`src/brbpc_pkg.sv`:
```
// brbpc_pkg: shared types and constants for the byte ring buffer with peek
// used by brbpc_front, brbpc_cmd_q, brbpc_back and the top level
// no dependencies
package brbpc_pkg;

  localparam int CW  = 11;  // capacity, size, fill and position width
  localparam int DW  = 8;   // byte width
  localparam int IW  = 10;  // byte index and peek offset width
  localparam int SW  = 13;  // width of three-operand position sums
  localparam int KW  = 7;   // peek beat counter width
  localparam int QD  = 2;   // command queue depth
  localparam int QAW = 1;
  localparam int OD  = 2;   // result queue depth
  localparam int OAW = 1;

  localparam logic REG_CAPACITY = 1'b0;

  typedef enum logic [1:0] {
    K_WRITE   = 2'd0,
    K_CANCEL  = 2'd1,
    K_PEEK    = 2'd2,
    K_CONSUME = 2'd3
  } kind_e;

  typedef enum logic [1:0] {
    ST_OK      = 2'd0,
    ST_REFUSED = 2'd1,
    ST_PENDING = 2'd2
  } status_e;

  typedef enum logic [1:0] {
    OP_RES  = 2'd0,
    OP_WR   = 2'd1,
    OP_PEEK = 2'd2
  } op_e;

  typedef struct packed {
    op_e             op;
    logic [CW-1:0]   addr;
    logic [DW-1:0]   data;
    status_e         status;
    logic [CW-1:0]   count;
    logic [CW-1:0]   used;
    logic [CW-1:0]   left;
  } cmd_t;

  typedef struct packed {
    status_e         status;
    logic [CW-1:0]   count;
    logic [DW-1:0]   data;
    logic            dvalid;
    logic            last;
    logic [CW-1:0]   used;
    logic [CW-1:0]   left;
  } res_t;

endpackage

```
`src/brbpc_cmd_q.sv`:
```
// brbpc_cmd_q: short command queue between front and back
// depends on brbpc_pkg
module brbpc_cmd_q import brbpc_pkg::*; (
  input  logic clk_i,
  input  logic rst_ni,
  input  logic push_i,
  input  cmd_t cmd_i,
  output logic full_o,
  input  logic pop_i,
  output logic valid_o,
  output cmd_t cmd_o
);

  cmd_t            mem_q [QD];
  logic [QAW-1:0]  wptr_q, rptr_q;
  logic [QAW:0]    cnt_q;

  assign full_o  = (cnt_q == (QAW+1)'(QD));
  assign valid_o = (cnt_q != '0);
  assign cmd_o   = mem_q[rptr_q];

  always_ff @(posedge clk_i) begin
    if (push_i) begin
      mem_q[wptr_q] <= cmd_i;
    end
  end

  always_ff @(posedge clk_i or negedge rst_ni) begin
    if (!rst_ni) begin
      wptr_q <= '0;
      rptr_q <= '0;
      cnt_q  <= '0;
    end else begin
      if (push_i) begin
        wptr_q <= wptr_q + QAW'(1);
      end
      if (pop_i) begin
        rptr_q <= rptr_q + QAW'(1);
      end
      cnt_q <= cnt_q + (QAW+1)'(push_i) - (QAW+1)'(pop_i);
    end
  end

endmodule

```
`config.mk`:
```
export PLATFORM = sky130hd
export DESIGN_NAME = brbpc_cmd_q
export DESIGN_NICKNAME = d
export VERILOG_FILES = /design/src/brbpc_pkg.sv /design/src/brbpc_cmd_q.sv
export SDC_FILE = /design/constraint.sdc
export NUM_CORES = 1
export LEC_CHECK = 0
export BUFFER_PORTS_ARGS = -buffer_cell sky130_fd_sc_hd__buf_2
export CAP_MARGIN = 40
export CORE_AREA = 2 2 94 105
export CTS_CLUSTER_DIAMETER = 150
export CTS_CLUSTER_SIZE = 10
export DETAILED_ROUTE_END_ITERATION = 12
export DIE_AREA = 0 0 96 107
export MAX_ROUTING_LAYER = met4
export PLACE_DENSITY = 0.8
export SLEW_MARGIN = 20
export SYNTH_ARGS = -nofsm -noshare
export SYNTH_HDL_FRONTEND = slang
export SYNTH_SLANG_ARGS = --single-unit
```
`constraint.sdc`:
```
create_clock -name clk_i -period 6.85 [get_ports clk_i]
set_input_delay 1.0275 -clock clk_i [delete_from_list [all_inputs] [get_ports clk_i]]
set_output_delay 1.0275 -clock clk_i [all_outputs]
set_load 0.02 [all_outputs]
```
==> impl_metrics.yaml <==
outcome:
  status: "completed"
placement:
  port_buffers: 117
  place_congestion: 0.663
  dp_hpwl_um: 4590
  place_area_um2: 5090
  place_inst: 420
  pre_cts_slack_ns: 4.08
routing:
  wl_per_cell_um: 15.7
  viasPerCell: 4.81
  first_iter_violations: 58
  first_pass_iters: 4
  final_antenna_net_count: 0
  wl_met3_um: 425
  vias: 2178
  drc: 0
  drt-met1-wl_um: 2890
  top_layer: "met4"
  met2WireLength_um: 3690
  drt-total-wl_um: 7110
synth:
  synth_top_family_by_area: "multiplexers"
  syn_avg_cell_area_um2: 23.1
  ys_seq_elements: 116
  syn_nets: 251
  synthSimpleGateAreaFrac_pct: 0.574
  synth_cell_types: 13
  netlist_instances: 189
  netlist_area_um2: 4360
  synth_xor_area_share_pct: 0.947
  synth.area.mux_share_pct: 17.0
  synth_fa_ha_area_share_pct: 0.574
  yosysSeqAreaShare_pct: 79.4
  ys_warn_count: 0
  synth_compound_area_share_pct: 0
timing:
  skew_ns: 0.00653
  max_freq_mhz: 332
  setup_viol_count_final: 0
  finalCritPeriodShare_pct: 44.0
  relSlewSlack_pct: 56.0
  fin_crit_ns: 3.01
  rsz0062_at_grt: "false"
  setup_tns_ns: 0
  finalHoldViolations: 0
  tightestPinTransition_ns: 0.660
  whs_ns: 0.326
  slew_violations: 0
  setup_ws_ns: 3.84
layout:
  final_cell_count_no_fill: 453
  drive_gt1_share_pct: 61.6
  fin_util_pct: 62.2
  final_cell_area_um2: 5730
  num-fill-cells: 664
  synthToLayoutAreaGrowth_pct: 31.4
  nets: 385
  diodes: 0
power:
  internal_power_mw: 1.92
  power-per-cell-area_nw_per_um2: 467
  swShare_pct: 28.4
  power.share.sequential_pct: 37.8
  total_leakage_power_nw: 2.30
  power_switching_mw: 0.760
  ir_worst_vdd_uv: 338
  p_clk_share_pct: 33.4
  p_total_mw: 2.68
  comb_power_share_pct: 28.8
critical_path:
  crit_start: "rptr_q$_DFFE_PN0P_"
  worstPathArrival_ns: 1.99
  rr_worst_depth: 2
  timing.rr.end: "mem_q[1][32]$_DFFE_PP_"
  path_class: "flip-flop to output port"
  crit_path_start_kind: "flip-flop"
  r2r_start: "wptr_q$_DFFE_PN0P_"
  regToRegSetupSlack_ns: 4.96
  required_ns: 5.82
  cp_max_fo: 37
  endpoint_kind: "output port"
cts:
  clockBufferDepth: 2
  clock_sinks: 116
  clockRootBuffer: "clkbuf_8"
  hold_buffers: 0
  htree_levels: 4
  cts_setup_buffers: 0
  numCtsBuffers: 17
  clkSlewWorstSetupHoldPaths_ns: 0.05
  clock_latency_ns: 0.49
  cts-resized-gates: 0
  cts_tree: "done"
die:
  die_area_um2: 10300
  core_um2: 9210
  die_x_um: 96
  start_util_pct: 47.3
  fp.dieH_um: 107
  rows: 37
  io_pins: 118
min_path:
  hold_path.class: "input port to async pin"
grt:
  first_global_vias: 2297
  antenna_found_initial: 0
  grt_max_degree: 38
  grt_pass1_wl_um: 10600
  track_usage_pct: 14.8
  gr-total-overflow: 0
flow_run:
  cap_violations: 0
## cells in the final DEF, fill, tap and decap left out, types with 2 or more instances in the layout
cell type    n
clkbuf_1     2
xor2_1       2
inv_1        2
buf_16       2
mux2_2      26
buf_4        2
buf_2      117
bufinv_16    5
mux2_4      30
clkinv_2     3
clkbuf_16   16
clkinv_1     4
dfrtp_1      3
edfxtp_1   112
ha_1         2
## layer usage
metal	track usage [%]	vias up
li1	-	1019
met1	16.9	1065
met2	23.0	83
met3	5.41	11
met4	7.04	0
met5	-	-
## registers in the layout (all words and copies together), names as in the netlist
| signal | count |
|---|---|
| rptr_q | 1 |
| cnt_q | 2 |
| wptr_q | 1 |
| mem_q | 112 |
## worst max-delay path, stage by stage (launching register included)
cell and delay, ns:
dfrtp_4 0.65, buf_16 0.29, mux2_2 0.38, buf_2 0.16
## cell families after synthesis
logic type | after synthesis
flops | 116
fa+ha+maj | 2
simple gates | 4
mux | 56
buf+inv | 8
xor+xnor | 3
## how the worst max path moves through the flow
stage	cells past startpoint	end	slack (ns)
after CTS	3	cmd_o[46]	3.78
final	3	cmd_o[46]	3.84
after global routing	3	cmd_o[46]	3.73
after detailed placement	3	mem_q[0][0]$_DFFE_PP_	4.08
after floorplan	1	mem_q[0][0]$_DFFE_PP_	2.87
after global placement	3	mem_q[0][51]$_DFFE_PP_	4.12
## cells in the mapped netlist
| library cell | number | area (um2) |
|---|---|---|
| xor2_1 | 2 | 17.5 |
| nor2b_1 | 2 | 12.5 |
| ha_1 | 2 | 25.0 |
| dfrtp_1 | 4 | 100 |
| and2_1 | 1 | 6.26 |
| inv_1 | 2 | 7.51 |
| or2_2 | 1 | 6.26 |
| mux2_4 | 30 | 450 |
| buf_6 | 4 | 45.0 |
| buf_2 | 2 | 10.0 |
| edfxtp_1 | 112 | 3360 |
| mux2_2 | 26 | 293 |
| xor3_1 | 1 | 23.8 |
## power by group through the flow
stage,sequential (mW),clock (mW),combinational (mW)
after CTS,1.02,0.911,0.774
after global routing,1.03,0.942,0.826
final,1.01,0.896,0.771
after floorplan,0.992,0,0.591
after detailed placement,1.03,0,0.773
after global placement,1.07,0,0.702
## final cells by class
| type | count | area, um2 | share of cell area (%) |
|---|---|---|---|
| inverter | 2 | 7.51 | 0.131 |
| tap | 117 | 146 | 2.56 |
| sequential | 116 | 3470 | 60.5 |
| timing repair buffer | 121 | 656 | 11.4 |
| clock inverter | 13 | 188 | 3.28 |
| multi-input combinational | 65 | 843 | 14.7 |
| clock buffer | 19 | 422 | 7.36 |
Power figures use the tool's default switching activity.
